File: config.mk
export PLATFORM = sky130hd
export DESIGN_NAME = tpsf_queue
export DESIGN_NICKNAME = d
export VERILOG_FILES = /design/src/hdl/tpsf_pkg.sv /design/src/hdl/tpsf_queue.sv
export SDC_FILE = /design/constraint.sdc
export NUM_CORES = 1
export LEC_CHECK = 0
export ABC_AREA = 1
export BUFFER_PORTS_ARGS = -buffer_cell sky130_fd_sc_hd__buf_2
export CAP_MARGIN = 0
export CORE_MARGIN = 1
export CORE_UTILIZATION = 30
export CTS_BUF_LIST = sky130_fd_sc_hd__clkbuf_8
export DETAILED_ROUTE_END_ITERATION = 10
export GPL_TIMING_DRIVEN = 0
export PLACE_DENSITY = 0.51
export SLEW_MARGIN = 25
export SYNTH_ARGS = -nofsm -noshare
export SYNTH_HDL_FRONTEND = slang
export SYNTH_SLANG_ARGS = --single-unit
File: constraint.sdc
create_clock -name clock -period 7.9 [get_ports clock]
set_input_delay 1.58 -clock clock [delete_from_list [all_inputs] [get_ports clock]]
set_output_delay 1.58 -clock clock [all_outputs]
set_load 0.01 [all_outputs]
File: src/hdl/tpsf_pkg.sv
package tpsf_pkg;

   // Magnitude of a coordinate difference; coordinates are at most 32 bits wide.
   localparam int DW = 33;
   // Square of one difference and the sum of three squares.
   localparam int SQW = 2 * DW;
   localparam int SUMW = SQW + 2;
   // Root of the sum of squares.
   localparam int MW = DW;
   // Register width of rest length and stiffness.
   localparam int RW = 31;
   // Length error, magnitude of the force and the unit vector component.
   localparam int LW = (MW > RW) ? MW : RW;
   localparam int MAGW = LW + RW - 16;
   localparam int UW = 17;
   localparam int VW = MAGW + UW - 16;
   localparam int OW = 32;

   // Configuration register indexes.
   typedef enum logic [0:0] {
      REG_REST_LENGTH     = 1'b0,
      REG_SPRING_CONSTANT = 1'b1
   } reg_index_type;

   // Configuration values seen by the force stages.
   typedef struct packed {
      logic [RW-1:0] rest_length;
      logic [RW-1:0] spring_constant;
   } cfg_type;

   // One classified item passed from the distance part to the force part.
   typedef struct packed {
      logic [2:0][DW-1:0] dabs;
      logic [2:0]         dneg;
      logic [MW-1:0]      root;
      logic               zero;
   } item_type;

endpackage

File: src/hdl/tpsf_queue.sv
module tpsf_queue (
   input  logic                 clock,
   input  logic                 reset,
   input  logic                 push,
   input  tpsf_pkg::item_type   push_item,
   output logic                 full,
   input  logic                 pop,
   output tpsf_pkg::item_type   pop_item,
   output logic                 empty
);

   localparam int DEPTH = 4;
   localparam int AW = $clog2(DEPTH);

   tpsf_pkg::item_type mem_ff [DEPTH];
   logic [AW-1:0]      wr_ptr_ff;
   logic [AW-1:0]      rd_ptr_ff;
   logic [AW:0]        count_ff;

   assign full = (count_ff == (AW + 1)'(DEPTH));
   assign empty = (count_ff == '0);
   assign pop_item = mem_ff[rd_ptr_ff];

   // Pointers and fill count.
   always_ff @(posedge clock) begin
      if (reset) begin
         wr_ptr_ff <= '0;
         rd_ptr_ff <= '0;
         count_ff <= '0;
      end else begin
         if (push) begin
            wr_ptr_ff <= wr_ptr_ff + 1'b1;
         end
         if (pop) begin
            rd_ptr_ff <= rd_ptr_ff + 1'b1;
         end
         if (push && !pop) begin
            count_ff <= count_ff + 1'b1;
         end else if (pop && !push) begin
            count_ff <= count_ff - 1'b1;
         end
      end
   end

   // Item storage.
   always_ff @(posedge clock) begin
      if (push) begin
         mem_ff[wr_ptr_ff] <= push_item;
      end
   end

endmodule

==> impl_results.md <==
* Max Freq at 217 MHz
* GRT overflow at 0
* Crit path time final at 4620 ps
* Root buffer cell: clkbuf_8
* Port buffer count at 277
* Vias in the first global route at 13200
* CTS Buffer Depth at 3
* Synth unique cells at 20
* Fillers at 6424
* Slew Limit Headroom at 56.3%
* Pin count of the biggest net entering global routing at 73
* VDD IR max at 0.000140 V
* Worst setup SP type: flop
* Post-CTS Resized at 0
* Share of the synthesized area in the top cell type at 79.8%
* RSZ-0062 raised after global routing: false
* Arr. time, crit path at 3040 ps
* Initial Utilization at 30.4%
* P_leak at 8.71 nW
* Via count at 12900
* Drt drc at 0
* Top sig layer: met5
* First-pass GRT wire length at 83.2 mm
* Slew @ Worst Pin at 655 ps
* Clk_lat worst skew at 680 ps
* Finish-stage setup viols at 0
* Layout cell share with drive strength beyond 1 at 23.9%
* Clock skew at 31.6 ps
* Core Box Area at 67400 µm²
* Slew Viols, Final at 0
* Num Clock Sinks at 553
* Worst Setup End Kind: primary output
* Syn-to-layout area delta at 21.9%
* Placer congestion estimate at 0.767
* Commonest non-fill, non-tap cell in the layout: edfxtp_1
* WL final at 56.4 mm
* Post-CTS Hold Fix Bufs at 0
* Wire length on met3 at 3.67 mm
* DR vias/cell at 4.77
* CTS buffer count at 93
* Post-Synthesis Cell Area at 20500 µm²
* Drt wl/cell at 20.9 µm
* Synth warnings at 0
* Die Wd at 263 µm
* Largest cells by area after synthesis: edfxtp_1, o21ai_0, nor2_1, o22ai_1, clkbuf_1
* Crit path kind: flop to primary output
* Initial antenna violation count at 20
* Syn Nets at 1519
* IO Pins at 278
* Die Span Y at 263 µm
* Mean Syn Cell Area at 14.9 µm²
* Status: finished, final reports clean
* Largest fanout on the critical path at 10
* Fin Setup TNS at 0 ps
* Dominant cell type by area after synthesis: edfxtp_1
* Final Util at 37.0%
* Placed Area at 23200 µm²
* Count of final hold-check violations at 0
* Reg clk slew, reported paths at 60 ps
* R2r setup slk at 5890 ps
* 1st-iter DRT viols at 805
* CTS tree: yes
* Design Area, Final at 24900 µm²
* Post-synthesis register bit count at 553
* Power Total at 6.45 mW
* Multi-input gate area at 3440 µm²
* Die Area at 69300 µm²
* Worst hold-check slack at 447 ps
* Cells after Synth at 1373
* Maxcap violations at 0
* DR WL met2 at 26.9 mm
* DR pass1 iterations at 5
* Met1 WL at 24.3 mm
* Seq. cell area at 16500 µm²
* Fin crit share at 58.4%
* PD cells at 258 nW/µm²
* Post-DRT Antenna Nets at 0
* HPWL Detailed at 34.1 mm
* CTS H-Tree Depth at 3
* Core Rows at 95
* All-Layer GR Usage at 16.1%
* Post CTS Setup Buffer Count at 0
* Final Net Count at 1898
* Commonest cells after routing, fill and taps aside: edfxtp_1, buf_2, nor2_1
* HP Class: flop to flop
* Post-synthesis sequential area ratio at 80.7%
* CP Data Required Time at 6320 ps
[power breakdown]
group | total [mW] | switching [mW] | internal (mW)
combinational | 0.642 | 0.441 | 0.200
clock | 2.42 | 1.15 | 1.27
sequential | 3.38 | 0.0257 | 3.36
total | 6.45 | 1.62 | 4.83
[worst max-delay path: stages, from the launching register on]
cell	delay (ps)
dfxtp_1	340
buf_2	410
buf_2	390
buf_2	360
nor2_1	90
o22ai_1	500
buf_2	250
[registers in the layout (all words and copies together), names as in the netlist, named ones only]
register,cells
count_ff,3
wr_ptr_ff,2
mem_ff,544
rd_ptr_ff,2
[cell usage after synthesis]
cell type	count
dfxtp_1	9
xor2_1	1
fa_1	1
nand3_1	1
inv_1	15
inv_2	2
buf_6	11
buf_4	2
o21ai_0	270
buf_2	18
nand2_1	9
ha_1	5
o22ai_1	136
o21ai_1	7
nor3_1	2
nor2_1	278
nand4_1	1
edfxtp_1	544
a21oi_1	3
clkbuf_1	58
[final cells by class]
cell class	count	area share, %
clock inverter	72	1.90
inverter	17	0.376
buffer	89	1.79
tap	873	4.38
timing repair buffer	284	6.33
clock buffer	93	5.13
antenna	9	0.0903
sequential	553	66.2
multi-input combinational	714	13.8
[cells by family (layout without fill, tap and decap cells)]
kind of cell               count (synthesis)  count (layout)  synth area share [%]
and+or+nand+nor                          291             291                  5.37
DFF                                      553             553                  80.7
AOI/OAI and AO/OA                        416             416                  11.0
other                                      0               9                     0
adders and majority gates                  6               6                 0.403
xor gates and xnor gates                   1               1                0.0428
buffers and inverters                    106             555                  2.49
[per-layer routing]
layer	vias to the layer above	track usage, %
met5	-	0
met4	14	6.62
met3	102	4.65
met2	376	25.6
met1	6431	20.5
li1	5984	-
[per-stage QoR]
| step | setup WS (ps) | instances |
|---|---|---|
| floorplan | 3180 | 1373 |
| global placement | 360 | 2523 |
| detailed placement | 3910 | 2530 |
| CTS | 3130 | 2695 |
| global route | 3110 | 2701 |
| finish | 3280 | 2704 |
[worst paths after layout]
path	start	to	depth (start not counted)
worst min-delay path	rd_ptr_ff[1]$_SDFFE_PP0P_	rd_ptr_ff[1]$_SDFFE_PP0P_	1
worst max register to register	wr_ptr_ff[0]$_SDFFE_PP0P_	mem_ff[2][74]$_DFFE_PP_	5
worst max-delay path	flop	pop_item[52]	6
worst min register to register	rd_ptr_ff[1]$_SDFFE_PP0P_	rd_ptr_ff[1]$_SDFFE_PP0P_	1
Power figures use the tool's default switching activity.
